File: config.mk
export PLATFORM = sky130hd
export DESIGN_NAME = dual_channel_adc_average_scaler_core
export DESIGN_NICKNAME = d
export VERILOG_FILES = /design/src/design/dcaas_pkg.sv /design/src/design/dual_channel_adc_average_scaler_core.sv /design/src/design/dcaas_mul.sv /design/src/design/dcaas_div.sv
export SDC_FILE = /design/constraint.sdc
export NUM_CORES = 1
export LEC_CHECK = 0
export ABC_AREA = 1
export BUFFER_PORTS_ARGS = -buffer_cell sky130_fd_sc_hd__clkbuf_2
export CORE_MARGIN = 8
export CORE_UTILIZATION = 37
export DETAILED_ROUTE_END_ITERATION = 16
export PLACE_DENSITY_LB_ADDON = 0.2
export SYNTH_ARGS = -nofsm -noshare
export SYNTH_HDL_FRONTEND = slang
export SYNTH_SLANG_ARGS = --single-unit
File: constraint.sdc
create_clock -name clk -period 3.17 [get_ports clk]
set_input_delay 0.951 -clock clk [delete_from_list [all_inputs] [get_ports clk]]
set_output_delay 0.951 -clock clk [all_outputs]
set_load 0.05 [all_outputs]
File: src/design/dcaas_pkg.sv
package dcaas_pkg;

  localparam int SAMPLE_W  = 8;
  localparam int SUM_W     = 14;
  localparam int CNT_W     = 6;
  localparam int LEVEL_W   = 14;
  localparam int TEMP_W    = 16;

  localparam int SCALE_W   = 6;
  localparam int ZERO_W    = 12;
  localparam int SLOPE_W   = 10;
  localparam int CFG_ADDR_W = 2;
  localparam int CFG_DATA_W = 12;

  localparam logic [CFG_ADDR_W-1:0] REG_BATTERY_SCALE  = 2'd0;
  localparam logic [CFG_ADDR_W-1:0] REG_ZERO_OFFSET_MV = 2'd1;
  localparam logic [CFG_ADDR_W-1:0] REG_SLOPE_CENTI_MV = 2'd2;

  localparam logic [SCALE_W-1:0] SCALE_RST = 6'd44;
  localparam logic [ZERO_W-1:0]  ZERO_RST  = 12'd968;
  localparam logic [SLOPE_W-1:0] SLOPE_RST = 10'd247;

  localparam int AVERAGE_LEN_DEF = 10;

  // Serial multiplier operands and product.
  localparam int MUL_A_W   = 20;
  localparam int MUL_B_W   = 14;
  localparam int PROD_W    = MUL_A_W + MUL_B_W;
  localparam int MUL_CNT_W = $clog2(MUL_B_W);

  // Serial divider operands.
  localparam int DVD_W     = 30;
  localparam int DVS_W     = 10;
  localparam int DIV_CNT_W = $clog2(DVD_W);

  localparam int MV_W      = 20;
  localparam int MV_SHIFT  = 8;
  localparam int KILO      = 1000;

  localparam logic [TEMP_W-1:0] TEMP_MAX = 16'h7fff;
  localparam logic [TEMP_W-1:0] TEMP_MIN = 16'h8000;
  localparam int SAT_NEG_MAG = 32768;

  localparam int OUT_TDATA_W = 32;

  typedef struct packed {
    logic busy;
    logic done;
  } unit_stat_t;

endpackage

File: src/design/dual_channel_adc_average_scaler_core.sv
// Averages 8-bit conversion words that alternate battery, temperature, battery, ...
// and turns the averages into battery millivolts and temperature in tenths of a
// degree. Every input word gives one output word. A word that only adds to a sum
// passes through the EMIT state, which loads the output register once it is empty
// or being taken, and the input is ready again when EMIT is done. A battery word
// that closes an averaging run goes through a 30-step serial divide by the run
// length, then a 14-step shift-add multiply by the scale; a temperature word that
// closes a run goes through a divide, a multiply by the battery level, a
// zero-offset subtraction, a multiply by 1000, then a 30-step divide by the
// slope, and it sets conv_done.
// The input takes a new word once the previous one has reached the output
// register, even if that word has not yet been taken.
module dual_channel_adc_average_scaler_core #(
  parameter int AVERAGE_LEN = dcaas_pkg::AVERAGE_LEN_DEF
) (
  input  logic                                 clk,
  input  logic                                 rst_n,
  input  logic                                 in_tvalid,
  output logic                                 in_tready,
  // sample [7:0]
  input  logic [dcaas_pkg::SAMPLE_W-1:0]       in_tdata,
  output logic                                 out_tvalid,
  input  logic                                 out_tready,
  // next_channel [0], battery_mv [14:1], temperature_dc [30:15], zero [31]
  output logic [dcaas_pkg::OUT_TDATA_W-1:0]    out_tdata,
  // conv_done [0]
  output logic                                 out_tuser,
  input  logic                                 cfg_we,
  input  logic [dcaas_pkg::CFG_ADDR_W-1:0]     cfg_addr,
  input  logic [dcaas_pkg::CFG_DATA_W-1:0]     cfg_wdata
);
  import dcaas_pkg::*;

  localparam logic [2:0] ST_IDLE = 3'd0;
  localparam logic [2:0] ST_BDIV = 3'd1;
  localparam logic [2:0] ST_BMUL = 3'd2;
  localparam logic [2:0] ST_TDIV = 3'd3;
  localparam logic [2:0] ST_TMUL = 3'd4;
  localparam logic [2:0] ST_NMUL = 3'd5;
  localparam logic [2:0] ST_SDIV = 3'd6;
  localparam logic [2:0] ST_EMIT = 3'd7;

  localparam logic [DVS_W-1:0] AVG_DIV = (AVERAGE_LEN == 0) ? DVS_W'(1) : DVS_W'(AVERAGE_LEN);
  localparam logic [CNT_W-1:0] CNT_FULL = CNT_W'(AVERAGE_LEN);

  logic [2:0]              state_r, state_nxt;
  logic [SCALE_W-1:0]      scale_r, scale_nxt;
  logic [ZERO_W-1:0]       zero_r, zero_nxt;
  logic [SLOPE_W-1:0]      slope_r, slope_nxt;
  logic                    ch_r, ch_nxt;
  logic [CNT_W-1:0]        cnt_r, cnt_nxt;
  logic [SUM_W-1:0]        bsum_r, bsum_nxt;
  logic [SUM_W-1:0]        tsum_r, tsum_nxt;
  logic [LEVEL_W-1:0]      blevel_r, blevel_nxt;
  logic [TEMP_W-1:0]       tlevel_r, tlevel_nxt;
  logic                    done_r, done_nxt;
  logic [SUM_W-1:0]        avg_r, avg_nxt;
  logic [MV_W-1:0]         mag_r, mag_nxt;
  logic                    neg_r, neg_nxt;
  logic [DVD_W-1:0]        num_r, num_nxt;
  logic                    mul_go_r, mul_go_nxt;
  logic                    div_go_r, div_go_nxt;
  logic                    out_tvalid_r, out_tvalid_nxt;
  logic [OUT_TDATA_W-1:0]  out_tdata_r, out_tdata_nxt;
  logic                    out_tuser_r, out_tuser_nxt;

  logic                    accept;
  logic                    full;
  logic [MUL_A_W-1:0]      mul_a;
  logic [MUL_B_W-1:0]      mul_b;
  logic [PROD_W-1:0]       mul_prod;
  unit_stat_t              mul_stat;
  logic [DVD_W-1:0]        div_dvd;
  logic [DVS_W-1:0]        div_dvs;
  logic [DVD_W-1:0]        div_quot;
  unit_stat_t              div_stat;
  logic [SLOPE_W-1:0]      slope_eff;
  logic [MV_W-1:0]         mv;
  logic [MV_W:0]           diff;
  logic [MV_W:0]           diff_abs;
  logic                    pos_big;
  logic                    neg_big;
  logic [TEMP_W-1:0]       temp_sat;

  assign accept    = in_tvalid && in_tready;
  assign full      = (cnt_r == CNT_FULL);
  assign slope_eff = (slope_r == '0) ? SLOPE_W'(1) : slope_r;

  assign mv       = mul_prod[MV_SHIFT +: MV_W];
  assign diff     = {1'b0, mv} - (MV_W + 1)'(zero_r);
  assign diff_abs = diff[MV_W] ? (~diff + 1'b1) : diff;

  assign pos_big  = |div_quot[DVD_W-1:TEMP_W-1];
  assign neg_big  = (div_quot > DVD_W'(SAT_NEG_MAG));

  always_comb begin
    if (neg_r) begin
      temp_sat = neg_big ? TEMP_MIN : TEMP_W'(~div_quot[TEMP_W-1:0] + 1'b1);
    end else begin
      temp_sat = pos_big ? TEMP_MAX : div_quot[TEMP_W-1:0];
    end
  end

  always_comb begin
    case (state_r)
      ST_BMUL: begin
        mul_a = MUL_A_W'(avg_r);
        mul_b = MUL_B_W'(scale_r);
      end
      ST_TMUL: begin
        mul_a = MUL_A_W'(avg_r);
        mul_b = MUL_B_W'(blevel_r);
      end
      ST_NMUL: begin
        mul_a = mag_r;
        mul_b = MUL_B_W'(KILO);
      end
      default: begin
        mul_a = MUL_A_W'(avg_r);
        mul_b = MUL_B_W'(scale_r);
      end
    endcase
  end

  always_comb begin
    case (state_r)
      ST_BDIV: begin
        div_dvd = DVD_W'(bsum_r);
        div_dvs = AVG_DIV;
      end
      ST_TDIV: begin
        div_dvd = DVD_W'(tsum_r);
        div_dvs = AVG_DIV;
      end
      ST_SDIV: begin
        div_dvd = num_r;
        div_dvs = DVS_W'(slope_eff);
      end
      default: begin
        div_dvd = num_r;
        div_dvs = AVG_DIV;
      end
    endcase
  end

  always_comb begin
    state_nxt      = state_r;
    scale_nxt      = scale_r;
    zero_nxt       = zero_r;
    slope_nxt      = slope_r;
    ch_nxt         = ch_r;
    cnt_nxt        = cnt_r;
    bsum_nxt       = bsum_r;
    tsum_nxt       = tsum_r;
    blevel_nxt     = blevel_r;
    tlevel_nxt     = tlevel_r;
    done_nxt       = done_r;
    avg_nxt        = avg_r;
    mag_nxt        = mag_r;
    neg_nxt        = neg_r;
    num_nxt        = num_r;
    mul_go_nxt     = 1'b0;
    div_go_nxt     = 1'b0;
    out_tvalid_nxt = out_tvalid_r;
    out_tdata_nxt  = out_tdata_r;
    out_tuser_nxt  = out_tuser_r;

    if (cfg_we) begin
      case (cfg_addr)
        REG_BATTERY_SCALE:  scale_nxt = cfg_wdata[SCALE_W-1:0];
        REG_ZERO_OFFSET_MV: zero_nxt  = cfg_wdata[ZERO_W-1:0];
        REG_SLOPE_CENTI_MV: slope_nxt = cfg_wdata[SLOPE_W-1:0];
        default: ;
      endcase
    end

    if (out_tvalid_r && out_tready) begin
      out_tvalid_nxt = 1'b0;
    end

    case (state_r)
      ST_IDLE: begin
        if (accept) begin
          done_nxt = 1'b0;
          if (full) begin
            div_go_nxt = 1'b1;
            state_nxt  = ch_r ? ST_TDIV : ST_BDIV;
          end else begin
            if (ch_r) begin
              tsum_nxt = tsum_r + SUM_W'(in_tdata);
              cnt_nxt  = cnt_r + 1'b1;
            end else begin
              bsum_nxt = bsum_r + SUM_W'(in_tdata);
            end
            ch_nxt    = ~ch_r;
            state_nxt = ST_EMIT;
          end
        end
      end
      ST_BDIV: begin
        if (div_stat.done) begin
          avg_nxt    = div_quot[SUM_W-1:0];
          mul_go_nxt = 1'b1;
          state_nxt  = ST_BMUL;
        end
      end
      ST_BMUL: begin
        if (mul_stat.done) begin
          blevel_nxt = mul_prod[LEVEL_W-1:0];
          bsum_nxt   = '0;
          ch_nxt     = 1'b1;
          state_nxt  = ST_EMIT;
        end
      end
      ST_TDIV: begin
        if (div_stat.done) begin
          avg_nxt    = div_quot[SUM_W-1:0];
          mul_go_nxt = 1'b1;
          state_nxt  = ST_TMUL;
        end
      end
      ST_TMUL: begin
        if (mul_stat.done) begin
          neg_nxt    = diff[MV_W];
          mag_nxt    = diff_abs[MV_W-1:0];
          mul_go_nxt = 1'b1;
          state_nxt  = ST_NMUL;
        end
      end
      ST_NMUL: begin
        if (mul_stat.done) begin
          num_nxt    = mul_prod[DVD_W-1:0];
          div_go_nxt = 1'b1;
          state_nxt  = ST_SDIV;
        end
      end
      ST_SDIV: begin
        if (div_stat.done) begin
          tlevel_nxt = temp_sat;
          tsum_nxt   = '0;
          cnt_nxt    = '0;
          ch_nxt     = 1'b0;
          done_nxt   = 1'b1;
          state_nxt  = ST_EMIT;
        end
      end
      ST_EMIT: begin
        if (!out_tvalid_r || out_tready) begin
          out_tvalid_nxt = 1'b1;
          out_tdata_nxt  = {1'b0, tlevel_r, blevel_r, ch_r};
          out_tuser_nxt  = done_r;
          state_nxt      = ST_IDLE;
        end
      end
      default: state_nxt = ST_IDLE;
    endcase
  end

  always_ff @(posedge clk) begin
    if (!rst_n) begin
      state_r      <= ST_IDLE;
      scale_r      <= SCALE_RST;
      zero_r       <= ZERO_RST;
      slope_r      <= SLOPE_RST;
      ch_r         <= 1'b0;
      cnt_r        <= '0;
      bsum_r       <= '0;
      tsum_r       <= '0;
      blevel_r     <= '0;
      tlevel_r     <= '0;
      done_r       <= 1'b0;
      mul_go_r     <= 1'b0;
      div_go_r     <= 1'b0;
      out_tvalid_r <= 1'b0;
    end else begin
      state_r      <= state_nxt;
      scale_r      <= scale_nxt;
      zero_r       <= zero_nxt;
      slope_r      <= slope_nxt;
      ch_r         <= ch_nxt;
      cnt_r        <= cnt_nxt;
      bsum_r       <= bsum_nxt;
      tsum_r       <= tsum_nxt;
      blevel_r     <= blevel_nxt;
      tlevel_r     <= tlevel_nxt;
      done_r       <= done_nxt;
      mul_go_r     <= mul_go_nxt;
      div_go_r     <= div_go_nxt;
      out_tvalid_r <= out_tvalid_nxt;
    end
  end

  always_ff @(posedge clk) begin
    avg_r       <= avg_nxt;
    mag_r       <= mag_nxt;
    neg_r       <= neg_nxt;
    num_r       <= num_nxt;
    out_tdata_r <= out_tdata_nxt;
    out_tuser_r <= out_tuser_nxt;
  end

  dcaas_mul u_mul (
    .clk   (clk),
    .rst_n (rst_n),
    .start (mul_go_r),
    .a     (mul_a),
    .b     (mul_b),
    .stat  (mul_stat),
    .prod  (mul_prod)
  );

  dcaas_div u_div (
    .clk      (clk),
    .rst_n    (rst_n),
    .start    (div_go_r),
    .dividend (div_dvd),
    .divisor  (div_dvs),
    .stat     (div_stat),
    .quot     (div_quot)
  );

  assign in_tready  = (state_r == ST_IDLE);
  assign out_tvalid = out_tvalid_r;
  assign out_tdata  = out_tdata_r;
  assign out_tuser  = out_tuser_r;

`ifndef NO_ASSERTIONS
  a_units_exclusive: assert property (@(posedge clk) disable iff (!rst_n)
    !(mul_stat.busy && div_stat.busy))
    else $error("multiplier and divider busy at the same time");

  a_accept_units_idle: assert property (@(posedge clk) disable iff (!rst_n)
    accept |-> (!mul_stat.busy && !div_stat.busy))
    else $error("word accepted while an arithmetic unit is busy");

  a_count_bound: assert property (@(posedge clk) disable iff (!rst_n)
    cnt_r <= CNT_FULL)
    else $error("sample count passed the averaging length");

  a_done_on_temperature: assert property (@(posedge clk) disable iff (!rst_n)
    (out_tvalid && out_tuser) |-> (out_tdata[0] == 1'b0))
    else $error("conv_done on a word that was not a temperature close");
`endif

endmodule

File: src/design/dcaas_mul.sv
module dcaas_mul (
  input  logic                         clk,
  input  logic                         rst_n,
  input  logic                         start,
  input  logic [dcaas_pkg::MUL_A_W-1:0] a,
  input  logic [dcaas_pkg::MUL_B_W-1:0] b,
  output dcaas_pkg::unit_stat_t         stat,
  output logic [dcaas_pkg::PROD_W-1:0]  prod
);
  import dcaas_pkg::*;

  logic [PROD_W-1:0]    a_r, a_nxt;
  logic [PROD_W-1:0]    acc_r, acc_nxt;
  logic [MUL_B_W-1:0]   b_r, b_nxt;
  logic [MUL_CNT_W-1:0] cnt_r, cnt_nxt;
  logic                 busy_r, busy_nxt;
  logic                 done_r, done_nxt;

  always_comb begin
    a_nxt    = a_r;
    acc_nxt  = acc_r;
    b_nxt    = b_r;
    cnt_nxt  = cnt_r;
    busy_nxt = busy_r;
    done_nxt = 1'b0;
    if (start) begin
      a_nxt    = PROD_W'(a);
      b_nxt    = b;
      acc_nxt  = '0;
      cnt_nxt  = MUL_CNT_W'(MUL_B_W - 1);
      busy_nxt = 1'b1;
    end else if (busy_r) begin
      if (b_r[0]) begin
        acc_nxt = acc_r + a_r;
      end
      a_nxt   = a_r << 1;
      b_nxt   = b_r >> 1;
      cnt_nxt = cnt_r - 1'b1;
      if (cnt_r == '0) begin
        busy_nxt = 1'b0;
        done_nxt = 1'b1;
      end
    end
  end

  always_ff @(posedge clk) begin
    if (!rst_n) begin
      busy_r <= 1'b0;
      done_r <= 1'b0;
    end else begin
      busy_r <= busy_nxt;
      done_r <= done_nxt;
    end
  end

  always_ff @(posedge clk) begin
    a_r   <= a_nxt;
    acc_r <= acc_nxt;
    b_r   <= b_nxt;
    cnt_r <= cnt_nxt;
  end

  assign stat.busy = busy_r;
  assign stat.done = done_r;
  assign prod      = acc_r;

endmodule

File: src/design/dcaas_div.sv
module dcaas_div (
  input  logic                         clk,
  input  logic                         rst_n,
  input  logic                         start,
  input  logic [dcaas_pkg::DVD_W-1:0]  dividend,
  input  logic [dcaas_pkg::DVS_W-1:0]  divisor,
  output dcaas_pkg::unit_stat_t         stat,
  output logic [dcaas_pkg::DVD_W-1:0]  quot
);
  import dcaas_pkg::*;

  logic [DVD_W-1:0]     q_r, q_nxt;
  logic [DVS_W-1:0]     rem_r, rem_nxt;
  logic [DVS_W-1:0]     dvs_r, dvs_nxt;
  logic [DIV_CNT_W-1:0] cnt_r, cnt_nxt;
  logic                 busy_r, busy_nxt;
  logic                 done_r, done_nxt;
  logic [DVS_W:0]       trial;
  logic                 fits;

  assign trial = {rem_r, q_r[DVD_W-1]};
  assign fits  = (trial >= {1'b0, dvs_r});

  always_comb begin
    q_nxt    = q_r;
    rem_nxt  = rem_r;
    dvs_nxt  = dvs_r;
    cnt_nxt  = cnt_r;
    busy_nxt = busy_r;
    done_nxt = 1'b0;
    if (start) begin
      q_nxt    = dividend;
      rem_nxt  = '0;
      dvs_nxt  = divisor;
      cnt_nxt  = DIV_CNT_W'(DVD_W - 1);
      busy_nxt = 1'b1;
    end else if (busy_r) begin
      if (fits) begin
        rem_nxt = DVS_W'(trial - {1'b0, dvs_r});
      end else begin
        rem_nxt = trial[DVS_W-1:0];
      end
      q_nxt   = {q_r[DVD_W-2:0], fits};
      cnt_nxt = cnt_r - 1'b1;
      if (cnt_r == '0) begin
        busy_nxt = 1'b0;
        done_nxt = 1'b1;
      end
    end
  end

  always_ff @(posedge clk) begin
    if (!rst_n) begin
      busy_r <= 1'b0;
      done_r <= 1'b0;
    end else begin
      busy_r <= busy_nxt;
      done_r <= done_nxt;
    end
  end

  always_ff @(posedge clk) begin
    q_r   <= q_nxt;
    rem_r <= rem_nxt;
    dvs_r <= dvs_nxt;
    cnt_r <= cnt_nxt;
  end

  assign stat.busy = busy_r;
  assign stat.done = done_r;
  assign quot      = q_r;

endmodule
Word level (Yosys, flattened, before mapping)
Cells that the tools add are included.
W data, S select, Z words.
{ "totals": {"ff_bits": 342, "latchBits": 0, "ram_bits": 0, "mem_bits_ro": 0, "in_bits": 27, "out_inout_bits": 35, "elab_cells": 174, "mem_count": 0} }
{ "classes": {"addsub": 10, "multipliers": 0, "div": 0, "order_cmp": 2, "n_eq_ne": 21, "n_shift": 0, "n_mux": 66, "n_bitwise": 7, "n_reduce_logical": 34} }
{ "ops": {"columns": ["operator", "n"], "rows": [
  ["$mux W14", 10],
  ["$pmux W14 S2", 3],
  ["$mux W20", 4],
  ["$mux W30", 2],
  ["$pmux W30 S2", 1],
  ["$mux W16", 3],
  ["$add A34 B34 Y34", 1],
  ["$gt A30 B16 Y1 const B", 1],
  ["$add A14 B8 Y14", 2],
  ["$mux W3", 9],
  ["$mux W6", 4],
  ["$pmux W3 S8", 1],
  ["$mux W1", 21],
  ["$sub A20 B12 Y21", 1],
  ["$add A20 B1 Y20 const B", 1],
  ["$not A20 Y20", 1],
  ["$reduce_and A2 Y1", 10],
  ["$add A16 B1 Y16 const B", 1],
  ["$ne A2 B1 Y1 const B", 8],
  ["$not A16 Y16", 1],
  ["$reduce_and A5 Y1", 3],
  ["$reduce_or A15 Y1", 1],
  ["$eq A3 B3 Y1 const B", 4],
  ["$pmux W6 S2", 1],
  ["other kinds (31)", 46]
]} }

Logic depth before layout (Yosys ltp)
{ "logic_depth": {"depth_word": 5, "ltp_mapped": 17, "depth_no_buf": 17} }

Hierarchy
A second synthesis with hierarchy kept.
{ "hier_totals": {"hier_cells": 2521, "area_unflattened_um2": 19024.5} }
{ "by_module_without_submodules": {"columns": ["mod", "n_inst", "cells_per_inst", "area_per_inst_um2"], "rows": [
  ["dual_channel_adc_average_scaler_core", 1, 1293, 10222.3],
  ["dcaas_mul", 1, 863, 5835.6],
  ["dcaas_div", 1, 365, 2966.6]
]} }

Worst setup path before layout
Ideal clock, no wire load.
{ "synth_path": {"path_kind": "input port to flip-flop", "start": "input port out_tready", "end": "register out_tdata_r[0] (netlist: out_tdata[0]) (enable)", "setup_time_ps": 422, "arrival_ps": 2358, "slack_ps": 391, "stages": 2, "cell_sequence": "nor2_1 -> nor2_1"} }
{ "synth_via": {"elab_chain_len": 2} }
{ "synth_lines": {"columns": ["element", "line", "text"], "rows": [
  ["from (decl)", "dual_channel_adc_average_scaler_core.sv:23", "input logic out_tready,"],
  ["$logic_or A1 B1 Y1", "dual_channel_adc_average_scaler_core.sv:248", "if (!out_tvalid_r || out_tready) begin"],
  ["$reduce_and A2 Y1 (no line)", null, null],
  ["to (signal assigned)", "dual_channel_adc_average_scaler_core.sv:298", "out_tdata_r <= out_tdata_nxt;"],
  ["to (decl)", "dual_channel_adc_average_scaler_core.sv:64", "logic [OUT_TDATA_W-1:0] out_tdata_r, out_tdata_nxt;"]
]} }
Every way passes these cells.
A chain may end at the register's enable or synchronous reset.

Final worst setup path
{ "layout_path": {"start": "register u_mul.acc_r[13] (netlist: u_mul.prod[13])", "end": "register mag_r[12], data pin"} }
{ "layout_via": {"elab_chain_len": 4} }
{ "layout_lines": {"columns": ["element", "line", "text"], "rows": [
  ["from (decl)", "dcaas_mul.sv:13", "logic [PROD_W-1:0] acc_r, acc_nxt;"],
  ["from (signal assigned)", "dcaas_mul.sv:58", "acc_r <= acc_nxt;"],
  ["$sub A20 B12 Y21 (*)", "dual_channel_adc_average_scaler_core.sv:90", "assign diff = {1'b0, mv} - (MV_W + 1)'(zero_r);"],
  ["$not A20 Y20", "dual_channel_adc_average_scaler_core.sv:91", "assign diff_abs = diff[MV_W] ? (~diff + 1'b1) : diff;"],
  ["$add A20 B1 Y20", "dual_channel_adc_average_scaler_core.sv:91", null],
  ["$mux W20 (*)", "dual_channel_adc_average_scaler_core.sv:91", null],
  ["named net diff_abs[12]", "dual_channel_adc_average_scaler_core.sv:80", "logic [MV_W:0] diff_abs;"],
  ["to (signal assigned)", "dual_channel_adc_average_scaler_core.sv:295", "mag_r <= mag_nxt;"],
  ["to (decl)", "dual_channel_adc_average_scaler_core.sv:58", "logic [MV_W-1:0] mag_r, mag_nxt;"]
]} }
The timed path passes the listed nets; every way through them passes the cells marked *.

==> results.md <==
* Post-Layout Inst Area at between 0.02 and 0.025 mm²
* Worst r2r path cells at 11
* Hold crit path type: register to register
* Skew-Pair Late Insertion Delay at 0.57 ns
* Status: finished, final reports clean
* Final period util at between 80 and 90%
* First-pass GRT wire length at 79700 µm
* Vias in the first global route at about 15000
* Clock network fraction of total power at between 30% and 40%
* Pins over their slew limit at 0
* Proportion of synthesized area in mux cells at 0%
* Fmax achieved at ~0.36 GHz
* Total power at approximately 12 mW
* Setup violators final at 0
* Mean Syn Cell Area at 7.85 µm²
* Startpoint Class: register
* Share of cells above drive strength 1 at under 10%
* Total grt overflow at 0
* Clock slew at reported path FFs at ~0.060 ns
* Num CTS Buffers at 40
* Fin. Hold Viols at 0
* Ant diodes at 0
* Switching Share at roughly 31%
* Worst Hold Path Cells at 0
* FF-to-FF End: mag_r[12]$_DFFE_PP_
* Power per Cell Area at 612 mW/mm²
* Fin util at between 40% and 50%
* Tot GR Track Use at between 15 and 20%
* RSZ-0062 raised after global routing: false
* Unique masters post-synth at 53
* CP arrival at around 3 ns
* Antenna violation net count after detailed routing at 0
* Switching power at between 3 and 4 mW
* Die footprint at roughly 0.055 mm²
* Num rows at 80
* Synth warn at 0
* CTS tree: yes
* Crit end category: register
* Dpl hpwl at around 38000 µm
* Clk root buf: clkbuf_16
* Synth Area in Adders at 5.99%
* # IOs at 62
* Initial Util at between 30% and 40%
* Post-CTS sizing at 0
* Filler instances at between 4000 and 5000
* Comb pwr share at 21.0%
* Post-Syn Area at about 0.018 mm²
* Vias per cell at 5.08
* Maxcap violations at 0
* Commonest non-fill, non-tap cell in the layout: nand2_1
* Ys async rst share at 0%
* Post-synthesis cell count at 2262
* Worst Hold End: out_tdata[27]$_DFFE_PP_
* Sink Count at about 330
* Synth Register Bits at between 300 and 400
* Post-synth EDFFs at about 170
* Total Wirelength at between 40000 and 50000 µm
* Largest family of logic cells by synthesized area: simple AND/OR/NAND/NOR gates
* Nets at 2437
* Detailed-route via count at around 15000
* Peak supply drop at just under 0.0004 V
* Minimum clock period at approximately 2.7 ns
* Seq/Total Area, Yosys at a little under half
* Multi-input gate area at ~0.008 mm²
* Routability congestion estimate at 0.914
* Pint at between 8 and 9 mW
* Lkg Pwr at roughly 9 nW
* Xor/xnor share of the synthesized area at 1.58%
* Post-Syn Nets at approximately 2400
* DRT iter0 DRCs at roughly 1000
* Area growth syn-to-layout at 13.4%
* Hold buffers post-CTS at 0
* Least-Margin Pin Slew at roughly 1.0 ns
* Most frequent cells in the layout: 542 x nand2_1, 281 x inv_1, 250 x nor2_1
* Setup Fix Bufs, Post-CTS at 0
* WL/cell at around 17 µm
* Die Wd at around 240 µm
* Fin Setup TNS at 0 ns
* Clock buffer depth at 3
* RR Startpoint: u_mul.prod[13]$_SDFFE_PP0P_
* Core Box Area at 0.0475 mm²
* Most used DFF post-synth: edfxtp_1
* Crit path kind: register to register
* Largest net degree at the start of global routing at 59
* Share of power burned in registers at about two fifths
* Clk_skew at between 0.02 and 0.03 ns
* # H-tree levels at 2
* Hold Startpoint: tlevel_r[12]$_SDFFE_PN0P_
* Max-Slew Margin vs Limit at 30.3%
* Die H at between 200 and 250 µm
* Crit Path Max Fanout at 29
* First-pass DRT Iterations at 5
* Compound-Gate Fraction of Synth Area at approximately 13%
* IO buf count at 60
* DR DRC count at 0
* Reg area at 0.00840 mm²
* Initial antenna violation count at 1
* Reg2reg setup slack at about 0.43 ns
* Post-Synth Simple-Gate Area at 24.4%
* CP required at 3.47 ns
* Placed instance area at between 0.015 and 0.02 mm²
-- metal layers --
layer	track usage [%]	part of all wire [%]
met1	24.0	47
met2	28.2	44
met3	3.70	5.7
met4	5.73	3.0
met5	0	0.026
-- cell type report --
type,count,area share [%]
Clock inverter,20,1.23
Sequential cell,334,41.7
Multi-Input combinational cell,1565,39.5
Clock buffer,54,5.48
Tap cell,615,3.82
Inverter,298,5.57
Timing Repair Buffer,89,2.69
-- critical path: stages, from the launching register on --
cell and delay [ns]:
dfxtp_1 0.56, ha_1 0.36, nand2_1 0.09, nand2_1 0.08, a21oi_2 0.15, nand2_2 0.09
a21oi_4 0.19, nand3_2 0.15, nor2_4 0.50, nand2_1 0.16, nand2_1 0.11, nor2_1 0.05
-- cell families (layout without fill, tap and decap cells) --
| family | count (synthesis) | after routing |
|---|---|---|
| AOI/OAI and AO/OA | 418 | 418 |
| and+or+nand+nor | 1032 | 1032 |
| other | 1 | 1 |
| xor gates and xnor gates | 32 | 32 |
| adders and majority gates | 82 | 82 |
| buffers and inverters | 363 | 461 |
| DFF | 334 | 334 |
-- synthesized netlist by cell type, types with 5 or more instances --
| cell type | count | share of area [%] |
|---|---|---|
| inv_1 | 281 | 5.9 |
| nand2_1 | 542 | 11 |
| o21ai_0 | 140 | 3.9 |
| edfxtp_1 | 171 | 29 |
| nand2_2 | 11 | 0.39 |
| o21bai_1 | 7 | 0.30 |
| xnor2_1 | 10 | 0.49 |
| nor2_1 | 254 | 5.4 |
| dfxtp_1 | 163 | 18 |
| nand4_1 | 33 | 1.2 |
| clkbuf_1 | 53 | 1.1 |
| and2_1 | 5 | 0.18 |
| ha_1 | 77 | 5.4 |
| or2_2 | 8 | 0.28 |
| inv_2 | 11 | 0.23 |
| nand3b_1 | 8 | 0.34 |
| fa_1 | 5 | 0.56 |
| nor3_1 | 20 | 0.56 |
| nand3_1 | 134 | 3.8 |
| a221oi_1 | 8 | 0.39 |
| o211ai_1 | 20 | 0.85 |
| o21ai_1 | 10 | 0.28 |
| a21oi_1 | 201 | 5.7 |
| xor2_1 | 22 | 1.1 |
| buf_6 | 5 | 0.32 |
| a31oi_1 | 8 | 0.28 |
-- worst max-delay path by stage --
stage / start / to / slack, ns / depth (start not counted)
finish: u_mul.prod[13]$_SDFFE_PP0P_ / mag_r[12]$_DFFE_PP_ / 0.43 / 11
detailed placement: in_tdata[0] / tsum_r[12]$_SDFFE_PN0P_ / 0.41 / 12
CTS: state_r[0]$_SDFFE_PN0P_ / in_tready / 0.42 / 5
global route: u_mul.prod[11]$_SDFFE_PP0P_ / mag_r[17]$_DFFE_PP_ / 0.19 / 13
global placement: in_tdata[0] / tsum_r[12]$_SDFFE_PN0P_ / 0.35 / 12
floorplan: out_tready / out_tdata[0]$_DFFE_PP_ / 0.39 / 2
-- power by group through the flow --
stage	Sequential (mW)	Combinational, mW	Clock, mW
finish	5.01	2.59	4.73
global route	5.04	2.95	5.02
CTS	5.01	2.59	4.84
detailed placement	5.10	2.57	0
global placement	5.10	2.54	0
floorplan	5.03	1.98	0
-- sequential cells by signal, indices dropped and copies added, names as in the netlist, 16 cells and up --
signal / count
out_tdata: 31
num_r: 30
u_mul.prod: 30
mag_r: 20
u_mul.a_r: 30
u_div.quot: 30
tlevel_r: 16
-- per-stage QoR --
stage	hold slack (ns)	setup WS (ns)	cells
after global placement	0.415	0.349	2901
after CTS	0.426	0.416	2975
final	0.423	0.428	2975
after detailed placement	0.411	0.411	2901
after global routing	0.439	0.194	2975
after floorplan	0.403	0.391	2262
Note: power is estimated with default switching activity, not from simulation.
